### src/rtl/ppc_div.sv
module ppc_div #(
  parameter int unsigned NW = 24,
  parameter int unsigned DW = 16,
  parameter int unsigned SW = 1
) (
  input  logic                 clk_i,
  input  logic                 rst_ni,
  input  logic                 en_i,
  input  logic                 valid_i,
  input  logic signed [NW-1:0] num_i,
  input  logic signed [DW-1:0] den_i,
  input  logic [SW-1:0]        side_i,
  output logic                 valid_o,
  output logic signed [NW-1:0] quo_o,
  output logic [SW-1:0]        side_o
);

  logic          v_q   [NW+1];
  logic [NW-1:0] n_q   [NW+1];
  logic [DW-1:0] rem_q [NW+1];
  logic [DW-1:0] d_q   [NW+1];
  logic          neg_q [NW+1];
  logic [SW-1:0] s_q   [NW+1];

  logic [NW-1:0] num_mag;
  logic [DW-1:0] den_mag;

  assign num_mag = num_i[NW-1] ? (~num_i + 1'b1) : num_i;
  assign den_mag = den_i[DW-1] ? (~den_i + 1'b1) : den_i;

  // entry stage: take magnitudes, remember the quotient sign
  always_ff @(posedge clk_i) begin
    if (en_i) begin
      n_q[0]   <= num_mag;
      d_q[0]   <= den_mag;
      rem_q[0] <= '0;
      neg_q[0] <= num_i[NW-1] ^ den_i[DW-1];
      s_q[0]   <= side_i;
    end
  end

  always_ff @(posedge clk_i or negedge rst_ni) begin
    if (!rst_ni) v_q[0] <= 1'b0;
    else if (en_i) v_q[0] <= valid_i;
  end

  // one restoring step per stage, quotient bits shift in behind the dividend
  for (genvar k = 0; k < NW; k++) begin : g_step
    logic [DW:0] t;
    logic [DW:0] diff;
    logic        ge;

    assign t    = {rem_q[k], n_q[k][NW-1]};
    assign diff = t - {1'b0, d_q[k]};
    assign ge   = t >= {1'b0, d_q[k]};

    always_ff @(posedge clk_i) begin
      if (en_i) begin
        n_q[k+1]   <= {n_q[k][NW-2:0], ge};
        rem_q[k+1] <= ge ? diff[DW-1:0] : t[DW-1:0];
        d_q[k+1]   <= d_q[k];
        neg_q[k+1] <= neg_q[k];
        s_q[k+1]   <= s_q[k];
      end
    end

    always_ff @(posedge clk_i or negedge rst_ni) begin
      if (!rst_ni) v_q[k+1] <= 1'b0;
      else if (en_i) v_q[k+1] <= v_q[k];
    end
  end

  assign valid_o = v_q[NW];
  assign quo_o   = neg_q[NW] ? signed'(~n_q[NW] + 1'b1) : signed'(n_q[NW]);
  assign side_o  = s_q[NW];

endmodule

### config.mk
export PLATFORM = sky130hd
export DESIGN_NAME = ppc_div
export DESIGN_NICKNAME = d
export VERILOG_FILES = /design/src/rtl/ppc_div.sv
export SDC_FILE = /design/constraint.sdc
export NUM_CORES = 2
export LEC_CHECK = 0
export ABC_AREA = 0
export BUFFER_PORTS_ARGS = -buffer_cell sky130_fd_sc_hd__buf_2
export CORE_ASPECT_RATIO = 0.75
export CORE_UTILIZATION = 57
export DETAILED_ROUTE_END_ITERATION = 8
export PLACE_DENSITY = 0.74
export RECOVER_POWER = 25
export SYNTH_ARGS = -nofsm -noshare
export SYNTH_HDL_FRONTEND = slang
export SYNTH_SLANG_ARGS = --single-unit
export TNS_END_PERCENT = 10
### constraint.sdc
create_clock -name clk_i -period 2.7 [get_ports clk_i]
set_clock_uncertainty 0.1 [all_clocks]
set_input_delay 0.54 -clock clk_i [delete_from_list [all_inputs] [get_ports clk_i]]
set_output_delay 0.54 -clock clk_i [all_outputs]
set_load 0.02 [all_outputs]
==> flow_summary.ini <==
[cts]
ctsHtreeMaxLevel = 4
clock-sinks = 1427
cts_inserted_buffers = 141
cts_tree = built
cts_root_buffer = clkbuf_16
path_clk_slew_ps = 60
cts_buffer_depth = 3
insertion_delay_ps = 790

[drt]
wl_met3_um = 8983
drc_errors = 0
drt-met1-wl_um = 69350
wl_per_cell_um = 20.20
top_layer = met4
dr.pass1.iters = 8
ant_nets = 0
wl_met2_um = 71490
routed_via_density = 5.611
drt_iter0_markers = 3648
num_vias = 42523
finalWirelength_um = 153100

[setup_path]
cp-start-kind = register
worst-r2r-setup-slack_ps = -290
crit_start = n_q[6][8]
crit_path_end_kind = output port
required_ps = 2060
r2r-start = rem_q[1][7]
criticalPathCategory = register to output port
cp_max_fo = 3
critPathArrivalTime_ps = 3180

[final_layout]
fin_cells = 7578
fillers = 7083
final_nets = 6383
drive_gt1_share_pct = 31.40
area_growth_pct = 26.74
finish.instance_area_um2 = 83760

[synth]
synth_area_um2 = 66080
seq_area_frac_synth_pct = 64.65
yosys.area.top_type = edfxtp_1
synth-seq-cells = 1427
yosys_warnings = 0
synth_nets = 5178
synth_edf_count = 1402
synthTopCellsByArea = edfxtp_1 64%, ha_1 7.1%, mux2_2 3.7%
postSynthCellCount = 4738
yosysMostFrequentCell = edfxtp_1
ys.flop_type = edfxtp_1
synth_top_cell_area_share_pct = 63.71
avgSynthCellArea_um2 = 13.95
async_reset_ff_share_pct = 1.752
synth_common_cells = 1,402 x edfxtp_1, 485 x inv_1, 373 x ha_1
synth_cell_types = 80

[power]
comb_power_share_pct = 42.4
netSwitchingFraction_pct = 32.73
p_seq_share_pct = 36.0
p_leak_nw = 33.94
p_int_mw = 61.36
peakVddDrop_mv = 0.6191
p_sw_mw = 29.85
p_per_area_nw_per_um2 = 1089
clkPwrFrac_pct = 21.6

[placement]
dp_cells = 7227
io_buffer_count = 70
hpwl_um = 103400
gp_congestion = 0.9571
place_area_um2 = 75840

[floorplanning]
die_h_um = 296.9
rows = 107
initial_core_util_pct = 57.87
dieWidth_um = 395.2
io_pins = 71
core_um2 = 114200
die_area_um2 = 117300

[sta]
fmax_ghz = 0.2619
grt_setup_unrepaired = true
whs_ps = 84.01
finalSetupTns_ps = -40660
setup_slack_ps = -1118
setup_viol = 199
maxSlewHeadroom_pct = -25.56
post-route-min-period_ps = 3818
hold_violations = 0
period_share_pct = 141.4
worstMarginPinSlew_ps = 1883
slew_viol_final = 45

[status]
status = complete, but fails checks
failed_checks = capacitance limit, slew limit, setup timing

[global_routing]
overflow = 0
grt_pass1_vias = 42796
grt_max_degree = 87
grt_use_total_pct = 25.74
grt_pass1_wl_um = 236000
antenna_found_initial = 1

[hold_path]
hold_class = primary input to register
hp-start = num_i[13]

[job]
cap_violations = 1
## layout make-up
cell class              instances  area, µm²  area share (%)
clock buffers                 166       3642           4.349
flip-flops and latches       1427      42730           51.01
inverters                     486       1824           2.178
well taps                    1526       1909           2.280
repair buffers               1113       9225           11.01
diodes                          1      2.502        0.002988
multi-input cells            2774      23510           28.07
clock inverters                85      920.9           1.099
## worst max-delay path: stages, from the launching register on
cell	delay [ps]
edfxtp_1	440
nor4_4	370
buf_6	200
nand2b_4	70
or3_4	360
or2_4	270
buf_6	140
o31ai_4	190
xnor2_1	170
buf_4	180
## cell usage in the layout (no fill, tap or decap), types with 143 or more instances in the layout
cell	netlist	routed
a21oi_1	252	212
nor2_1	245	234
mux2_2	217	197
xnor2_1	177	171
buf_4	4	923
edfxtp_1	1402	1402
nand2_1	208	200
ha_1	373	317
o21ai_0	226	183
clkbuf_16	0	143
inv_1	485	468
## timing repair
| action | in CTS | in global routing |
|---|---|---|
| setup buffers | 38 | 31 |
| cloned | 2 | 2 |
| resized for setup | 319 | 237 |
| endpoints found under the hold margin | 58 | 0 |
| endpoints found under the setup margin | 355 | 387 |
| pin swaps | 90 | 84 |
| hold buffers | 33 | 0 |
## metal layers
metal	up-vias	global-route usage, %
li1	20135	-
met1	20843	37.66
met2	1332	40.21
met3	213	3.774
met4	0	7.392
met5	-	0
## cells by family (layout without fill, tap and decap cells)
| group | after synthesis | after routing | synth area share (%) |
|---|---|---|---|
| AOI/OAI and AO/OA | 962 | 962 | 9.501 |
| xor gates and xnor gates | 310 | 310 | 4.109 |
| adders and majority gates | 395 | 395 | 7.729 |
| buffers and inverters | 537 | 1850 | 3.219 |
| DFF | 1427 | 1427 | 64.65 |
| muxes | 284 | 284 | 4.843 |
| other | 0 | 1 | 0 |
| and+or+nand+nor | 823 | 823 | 5.947 |
## sequential cells by signal, indices dropped and copies added (netlist names)
| signal | count |
|---|---|
| n_q | 600 |
| neg_q | 25 |
| s_q | 25 |
| d_q | 384 |
| v_q | 24 |
| valid_o | 1 |
| rem_q | 368 |
## metrics by stage
step | utilization [%] | setup slack, ps | total power [mW]
6_report | 73.34 | -1118 | 91.21
5_1_grt | 73.34 | -1195 | 95.88
4_1_cts | 72.24 | -1180 | 89.07
3_5_place_dp | 66.41 | -529.8 | 67.05
3_3_place_gp | 66.41 | -446.4 | 65.93
2_1_floorplan | - | -227.8 | 53.56
## power groups by stage
stage | clock [mW] | sequential [mW] | combinational (mW)
after floorplan | 0 | 31.9 | 21.7
after global placement | 0 | 32.9 | 33.0
after detailed placement | 0 | 33.0 | 34.1
after CTS | 20.1 | 32.7 | 36.3
after global routing | 20.9 | 33.2 | 41.8
final | 19.7 | 32.8 | 38.6
## final timing paths
check	endpoint	cells after the start
setup reg to reg	rem_q[1][25]	10
max in group asynchronous	v_q[17]	2
hold reg to reg	n_q[1][44]	0
setup / recovery	quo_o[23]	9
hold / removal	n_q[0][13]	2
min in group asynchronous	valid_o	2
Note: power is estimated with default switching activity, not from simulation.
