===== src/rtl/ppc_pkg.sv =====
package ppc_pkg;

  localparam int unsigned SCREEN_WIDTH_DEF  = 120;
  localparam int unsigned SCREEN_HEIGHT_DEF = 192;
  localparam int unsigned SCREEN_TOP_DEF    = 8;

  localparam int unsigned APB_AW = 6;
  localparam int unsigned APB_DW = 64;

  localparam logic [47:0] ROW_X_RST  = 48'd256;
  localparam logic [47:0] ROW_Y_RST  = 48'd16777216;
  localparam logic [47:0] ROW_Z_RST  = 48'd1099511627776;
  localparam logic [47:0] OFFSET_RST = 48'd43980465111040;
  localparam logic [14:0] CANVAS_RST = 15'd512;

  typedef enum logic [2:0] {
    REG_ROW_X    = 3'd0,
    REG_ROW_Y    = 3'd1,
    REG_ROW_Z    = 3'd2,
    REG_OFFSET   = 3'd3,
    REG_CANVAS_W = 3'd4,
    REG_CANVAS_H = 3'd5
  } reg_idx_e;

  typedef struct packed {
    logic [47:0] row_x;
    logic [47:0] row_y;
    logic [47:0] row_z;
    logic [47:0] offset;
    logic [14:0] canvas_w;
    logic [14:0] canvas_h;
  } cfg_t;

endpackage


===== src/rtl/ppc_regs.sv =====
module ppc_regs (
  input  logic                        clk_i,
  input  logic                        rst_ni,
  input  logic                        psel,
  input  logic                        penable,
  input  logic                        pwrite,
  input  logic [ppc_pkg::APB_AW-1:0]  paddr,
  input  logic [ppc_pkg::APB_DW-1:0]  pwdata,
  output logic [ppc_pkg::APB_DW-1:0]  prdata,
  output logic                        pready,
  output ppc_pkg::cfg_t               cfg_o
);

  ppc_pkg::cfg_t    cfg_q;
  ppc_pkg::reg_idx_e idx;
  logic             wr;

  assign idx    = ppc_pkg::reg_idx_e'(paddr[5:3]);
  assign wr     = psel && penable && pwrite;
  assign pready = 1'b1;
  assign cfg_o  = cfg_q;

  always_ff @(posedge clk_i or negedge rst_ni) begin
    if (!rst_ni) begin
      cfg_q.row_x    <= ppc_pkg::ROW_X_RST;
      cfg_q.row_y    <= ppc_pkg::ROW_Y_RST;
      cfg_q.row_z    <= ppc_pkg::ROW_Z_RST;
      cfg_q.offset   <= ppc_pkg::OFFSET_RST;
      cfg_q.canvas_w <= ppc_pkg::CANVAS_RST;
      cfg_q.canvas_h <= ppc_pkg::CANVAS_RST;
    end else if (wr) begin
      unique case (idx)
        ppc_pkg::REG_ROW_X:    cfg_q.row_x    <= pwdata[47:0];
        ppc_pkg::REG_ROW_Y:    cfg_q.row_y    <= pwdata[47:0];
        ppc_pkg::REG_ROW_Z:    cfg_q.row_z    <= pwdata[47:0];
        ppc_pkg::REG_OFFSET:   cfg_q.offset   <= pwdata[47:0];
        ppc_pkg::REG_CANVAS_W: cfg_q.canvas_w <= pwdata[14:0];
        ppc_pkg::REG_CANVAS_H: cfg_q.canvas_h <= pwdata[14:0];
        default: ;
      endcase
    end
  end

  always_comb begin
    unique case (idx)
      ppc_pkg::REG_ROW_X:    prdata = {16'd0, cfg_q.row_x};
      ppc_pkg::REG_ROW_Y:    prdata = {16'd0, cfg_q.row_y};
      ppc_pkg::REG_ROW_Z:    prdata = {16'd0, cfg_q.row_z};
      ppc_pkg::REG_OFFSET:   prdata = {16'd0, cfg_q.offset};
      ppc_pkg::REG_CANVAS_W: prdata = {49'd0, cfg_q.canvas_w};
      ppc_pkg::REG_CANVAS_H: prdata = {49'd0, cfg_q.canvas_h};
      default:               prdata = '0;
    endcase
  end

endmodule


===== config.mk =====
export PLATFORM = sky130hd
export DESIGN_NAME = ppc_regs
export DESIGN_NICKNAME = d
export VERILOG_FILES = /design/src/rtl/ppc_pkg.sv /design/src/rtl/ppc_regs.sv
export SDC_FILE = /design/constraint.sdc
export NUM_CORES = 1
export LEC_CHECK = 0
export ABC_AREA = 1
export BUFFER_PORTS_ARGS = -buffer_cell sky130_fd_sc_hd__buf_2
export CELL_PAD_IN_SITES_DETAIL_PLACEMENT = 1
export CELL_PAD_IN_SITES_GLOBAL_PLACEMENT = 2
export CORE_ASPECT_RATIO = 1.4
export CORE_MARGIN = 8
export CORE_UTILIZATION = 25
export CTS_CLUSTER_SIZE = 20
export DETAILED_ROUTE_END_ITERATION = 7
export MAX_ROUTING_LAYER = met4
export PLACE_DENSITY = 0.81
export SLEW_MARGIN = 20
export SYNTH_ARGS = -nofsm -noshare
export SYNTH_HDL_FRONTEND = slang
export SYNTH_SLANG_ARGS = --single-unit

===== constraint.sdc =====
create_clock -name clk_i -period 1.2 [get_ports clk_i]
set_input_delay 0.12 -clock clk_i [delete_from_list [all_inputs] [get_ports clk_i]]
set_output_delay 0.12 -clock clk_i [all_outputs]
set_load 0.03 [all_outputs]

==> metrics.md, run 1 <==
| Metric | Value |
|---|---|
| CP required | `1.08 ns` |
| Clock group share of total power | `23.4%` |
| Drc violations | `0` |
| Pin count of the biggest net entering global routing | `68` |
| CP Launch Type | `register` |
| Peak VDD IR | `0.0008331 V` |
| CTS Buf Count | `24` |
| Layout area overhead | `76.92%` |
| Row cnt | `89` |
| Slew Limit Fails | `0` |
| Leakage power | `9.279 nW` |
| GPL Wtd Cong | `0.8166` |
| Final Critical Period | `1.626 ns` |
| Crit path DAT | `1.51 ns` |
| Max Cap Violations | `0` |
| Dpl hpwl | `34570 µm` |
| Worst r2r src | `cfg_o[101]` |
| Grt ovf | `0` |
| Sum Neg Setup Slack | `-33.83 ns` |
| CTS sink count | `222` |
| Placed cell count | `2180` |
| Via count | `12280` |
| PwrDens | `1672 nW/µm²` |
| Largest register FFs | `222` |
| DR WL/cell | `22.59 µm` |
| IO Port Bufs | `325` |
| CP startpoint | `cfg_o[73]` |
| Starting DRT DRC Count | `609` |
| Synth Register Bits | `222` |
| Layout fillers | `4802` |
| Unique masters post-synth | `21` |
| Flop pwr share | `33.4%` |
| Antenna viol nets, final | `0` |
| Layout Cells excl Fill | `2450` |
| FMAX | `0.6152 GHz` |
| Initial Util | `25.11%` |
| Syn_area_per_cell | `8.017 µm²` |
| Average via count per standard cell | `5.011` |
| First-pass GRT wire length | `81410 µm` |
| RSZ-0062 raised after global routing | `true` |
| Endpoints failing hold | `0` |
| Die width | `189.1 µm` |
| Violated checks | `setup timing` |
| Sw Ratio | `38.09%` |
| CTS max path bufs | `3` |
| Sequential cell area | `5570 µm²` |
| Final Cycle Share | `135.5%` |
| Sequential area share after synthesis | `53.06%` |
| Hold Path Class | `in2async` |
| Worst-path clk slew | `0.06 ns` |
| Vias in the first global route | `13560` |
| Cells after Synth | `1308` |
| Busiest grt layer | `met2` |
| # IOs | `362` |
| Grt met1 use | `23.97%` |
| NetSw | `11.82 mW` |
| CTS root buffer | `clkbuf_16` |
| Grt met3 use | `2.973%` |
| Latest clock arrival within the worst-skew pair | `0.53 ns` |
| Final clock skew | `0 ns` |
| Post-Syn Area | `10490 µm²` |
| Nets@finish | `1960` |
| Ys Warns | `0` |
| Core area | `41760 µm²` |
| Ratio of cells with drive above 1 in the final layout | `38.24%` |
| CP Max Fanout | `2` |
| Post-Route WL | `55330 µm` |
| Met2 usage | `38.22%` |
| Multi-input gate area | `4374 µm²` |
| Setup CP Type | `reg2out` |
| Die Ht | `258.3 µm` |
| Most frequent cells in the layout | `398 x nand2_1, 386 x buf_6, 210 x dfrtp_1` |
| Int Pwr | `19.21 mW` |
| Post-route setup slack | `-0.4255 ns` |
| Comb pwr share | `43.2%` |
| Die ar. | `48850 µm²` |
| CTS tree | `built` |
| 1st-pass router iterations | `5` |
| GRT Total Usage | `21.76%` |
| Antenna violations before repair | `1` |
| H-tree Lvls | `1` |
| Final Setup Violations | `258` |
| Critical path endpoint category | `output pin` |
| Commonest non-fill, non-tap cell in the layout | `nand2_1` |
| Status | `finished, violations left` |
worst max-delay path, cell delays in order, from the launching register on:
cell and delay [ns]:
dfstp_2 0.53, nand4_1 0.15, nand4_1 0.15, buf_6 0.15
timing repair:
action / CTS / global route
pin swaps: 96 / 61
gates resized for setup: 615 / 147
buffers inserted: 127 / 91
setup endpoints to repair: 270 / 271
endpoints found under the hold margin: 443 / 0
hold buffers: 53 / 0
power groups by stage:
stage	registers [mW]	logic (mW)	clock network [mW]
2_1_floorplan	12.8	2.28	0
3_3_place_gp	10.3	8.32	0
3_5_place_dp	10.3	8.49	0
4_1_cts	10.2	12.5	7.43
5_1_grt	10.5	14.1	7.72
6_report	10.4	13.4	7.25
worst paths after layout:
kind                               to  slack, ns  cells after the start
max                        prdata[43]      -0.43                      3
min                        cfg_o[118]       0.19                      2
max reg2reg                cfg_o[101]       0.08                      5
min reg2reg                 cfg_o[24]       0.50                      2
max in group asynchronous   cfg_o[60]       0.11                      3
min in group clk_i          cfg_o[14]       0.21                      5
per-layer routing:
layer | wire length (µm) | share of wire [%]
met5 | 0 | 0
met4 | 2680 | 4.8
met3 | 2595 | 4.7
met1 | 21110 | 38
met2 | 28950 | 52
final cells by class:
class	count	share of cell area, %
sequential	222	30.02
timing repair buffer	659	37.25
antenna	3	0.04046
clock buffer	38	3.905
clock inverter	4	0.1079
multi-input combinational	911	23.58
inverter	67	1.409
tap	546	3.682
per-stage QoR:
step / area, µm² / utilization (%) / worst slack (ns) / hold slack (ns) / total power [mW]
finish: 18550 / 44.43 / -0.4255 / 0.1913 / 31.02
global route: 18550 / 44.42 / -0.4995 / 0.1780 / 32.32
CTS: 17810 / 42.65 / -0.4407 / 0.1737 / 30.13
detailed placement: 13650 / 32.69 / -0.3388 / -0.01471 / 18.84
global placement: 13650 / 32.69 / -0.3086 / -0.01107 / 18.65
floorplan: 10680 / - / -0.07776 / -0.1756 / 15.10
synth_stat cells, drive strengths merged:
master / number / area share (%)
conb: 2 / 0.072
a21oi: 11 / 0.52
inv: 67 / 2.4
o21ai: 222 / 11
buf: 61 / 3.5
nand2: 424 / 15
nand3: 103 / 5.0
nand4: 100 / 6.0
dfstp: 7 / 1.8
dfrtp: 215 / 51
clkbuf: 62 / 2.2
nor3: 1 / 0.16
nor2: 33 / 1.3
cell families after synthesis:
logic type             after synthesis  share of synthesized area (%)
buffers and inverters              190                          8.161
AND/OR/NAND/NOR                    661                          27.59
flip-flops                         222                          53.06
AO/OA/AOI/OAI                      233                          11.12
other                                2                        0.07162
(Power assumes the default switching activity.)
==> inputs of run 2 (changes only) <==
- CORE_ASPECT_RATIO: 1.4 -> 0.8
- CORE_UTILIZATION: 25 -> 26
- CTS_BUF_LIST: default -> sky130_fd_sc_hd__clkbuf_4 sky130_fd_sc_hd__clkbuf_8
- PLACE_DENSITY: 0.81 -> 0.83
==> metrics.md, run 2 (synthesized netlist as in run 1, its figures left out) <==
| Metric | Value |
|---|---|
| Layout area overhead | `80.35%` |
| Antenna violations before repair | `3 (+2)` |
| Latest clock arrival within the worst-skew pair | `0.54 ns (about the same)` |
| Peak VDD IR | `0.0008813 V (+5.8%)` |
| Die ar. | `47050 µm² (-3.7%)` |
| Crit path DAT | `1.51 ns (about the same)` |
| CP required | `1.08 ns (about the same)` |
| Final Cycle Share | `135.7% (+0.27 points)` |
| Core area | `39610 µm² (-5.2%)` |
| Sum Neg Setup Slack | `-39.03 ns (-5.206 ns)` |
| CP Launch Type | `register` |
| # IOs | `362 (unchanged)` |
| RR Endpoint | `cfg_o[141]` |
| Dpl hpwl | `34300 µm (-0.76%)` |
| Reg2reg setup slack | `0.18 ns (+0.10 ns)` |
| Layout fillers | `4559 (-5.1%)` |
| CP endpoint | `prdata[6]` |
| Final Critical Period | `1.629 ns (+0.003242 ns)` |
| Critical path endpoint category | `output pin` |
| Endpoints failing hold | `0 (unchanged)` |
| Design Area, Final | `18910 µm² (+1.9%)` |
| Final Setup Violations | `268 (+3.9%)` |
| Hold Path Class | `in2async` |
| First-pass GRT wire length | `82310 µm (+1.1%)` |
| Average via count per standard cell | `5.007 (about the same)` |
| CP bufs+invs | `1 (unchanged)` |
| Slew Limit Fails | `0 (unchanged)` |
| Worst-path cell chain | `nand4_1 -> nand2_1 -> nor2_2 -> nand2_2 -> buf_6` |
| Final clock skew | `0 ns (unchanged)` |
| Worst r2r src | `cfg_o[141]` |
| FMAX | `0.6140 GHz (-0.20%)` |
| Violated checks | `setup timing` |
| 1st-pass router iterations | `5 (unchanged)` |
| GRT Total Usage | `22.99% (+1.2 points)` |
| Initial Util | `26.48% (+1.4 points)` |
| Ratio of cells with drive above 1 in the final layout | `40.16% (+1.9 points)` |
| CTS tree | `built` |
| Worst-path clk slew | `0.06 ns (about the same)` |
| Pin count of the biggest net entering global routing | `51 (-25%)` |
| Setup CP Type | `reg2out` |
| DR WL/cell | `22.62 µm (+0.13%)` |
| Most frequent cells in the layout | `402 x buf_6, 401 x nand2_1, 213 x dfrtp_1` |
| Drc violations | `0 (unchanged)` |
| CP startpoint | `cfg_o[132]` |
| FF-to-FF path depth | `5 (unchanged)` |
| Die width | `240.5 µm (+27%)` |
| CP max stage cell | `dfrtp_1` |
| Critical path depth | `5 (+2)` |
| Multi-input gate area | `4354 µm² (-0.46%)` |
| Status | `finished, violations left` |
| CTS root buffer | `clkbuf_8` |
| PwrDens | `1722 nW/µm² (+3.0%)` |
| GPL Wtd Cong | `0.8217 (+0.62%)` |
| Post-route setup slack | `-0.4288 ns (-0.003242 ns)` |
| Max Cap Violations | `0 (unchanged)` |
| Antenna viol nets, final | `0 (unchanged)` |
| Grt ovf | `0 (unchanged)` |
| Via count | `12470 (+1.6%)` |
| Largest register FFs | `222 (unchanged)` |
| IO Port Bufs | `325 (unchanged)` |
| Crit-path leading delay family | `simple AND/OR/NAND/NOR gates` |
| Sequential cell area | `5567 µm² (about the same)` |
| Row cnt | `65 (-27%)` |
| Post-Route WL | `56310 µm (+1.8%)` |
| Die Ht | `195.6 µm (-24%)` |
| CTS max path bufs | `3 (unchanged)` |
| CTS Buf Count | `41 (+71%)` |
| Leakage power | `9.545 nW (+2.9%)` |
| Commonest non-fill, non-tap cell in the layout | `buf_6` |
| CP Max Fanout | `2 (unchanged)` |
| Nets@finish | `1998 (+1.9%)` |
| Placed cell areas | `13480 µm² (-1.2%)` |
| Vias in the first global route | `13570 (+0.074%)` |
| RSZ-0062 raised after global routing | `true` |
| H-tree Lvls | `2 (+1)` |
| CTS sink count | `222 (unchanged)` |
| CP max stage delay | `0.40 ns (-0.13 ns)` |
| Starting DRT DRC Count | `772 (+27%)` |
[run 2: changes by cell type in the layout (fill, tap and decap cells not counted), moves of 7 or more]
cell,before,now
buf_4,123,133
buf_6,386,402
clkbuf_1,8,0
clkbuf_16,25,0
clkbuf_4,0,7
clkbuf_8,5,57
[run 2: how the worst min path moves through the flow]
stage,startpoint,end,slack [ns],cells past startpoint
after floorplan,rst_ni,cfg_o[0],-0.18,0
after global placement,rst_ni,cfg_o[30],0.03,1
after detailed placement,rst_ni,cfg_o[30],0.03,1
after CTS,rst_ni,cfg_o[109],0.04,2
after global routing,rst_ni,cfg_o[30],0.06,2
final,rst_ni,cfg_o[30],0.06,2
[run 2: worst reg2reg max path, cell delays in order (launching register included)]
cell	delay, ns
dfrtp_1	0.40
buf_6	0.13
buf_4	0.12
buf_4	0.12
nand2_1	0.05
o21ai_0	0.08
[run 2: per-stage QoR]
step                      utilization, %  cells  setup WS [ns]  hold WS [ns]  power, mW
after floorplan                        -   1323       -0.07776       -0.1756      15.10
after global placement             34.03   2154        -0.3869       0.03094      18.51
after detailed placement           34.03   2154        -0.3819       0.03138      18.71
after CTS                          46.04   2440        -0.4494       0.04196      31.70
after global routing               47.75   2490        -0.4992       0.06210      33.95
final                              47.75   2490        -0.4288       0.06461      32.57
[run 2: layer usage]
layer	wire length, µm	vias to the layer above	share of wire (%)	GRT usage, %
met5	0	-	0	-
met2	27480	457	49	36.97
met4	2001	0	3.6	8.393
met1	23690	6301	42	28.69
met3	3147	144	5.6	4.194
li1	-	5566	-	-
[run 2: timing repair]
action                                 4_1_cts  5_1_grt
endpoints found under the hold margin      443        0
gates resized for setup                    645      139
hold buffers                                49        0
pin swaps                                   82       58
setup endpoints to repair                  270      270
setup buffers                              166      104
[run 2: cell type report]
type / instances / area share [%]
flip-flops and latches: 222 / 29.43
inverters: 67 / 1.383
well taps: 536 / 3.546
diodes: 2 / 0.02646
multi-input cells: 911 / 23.02
repair buffers: 680 / 37.55
clock inverters: 8 / 0.6087
clock buffers: 64 / 4.426
[run 2: power by group]
| part | internal, mW | switching, mW |
|---|---|---|
| sequential | 8.94 | 1.37 |
| clock | 5.07 | 3.38 |
| combinational | 6.40 | 7.41 |
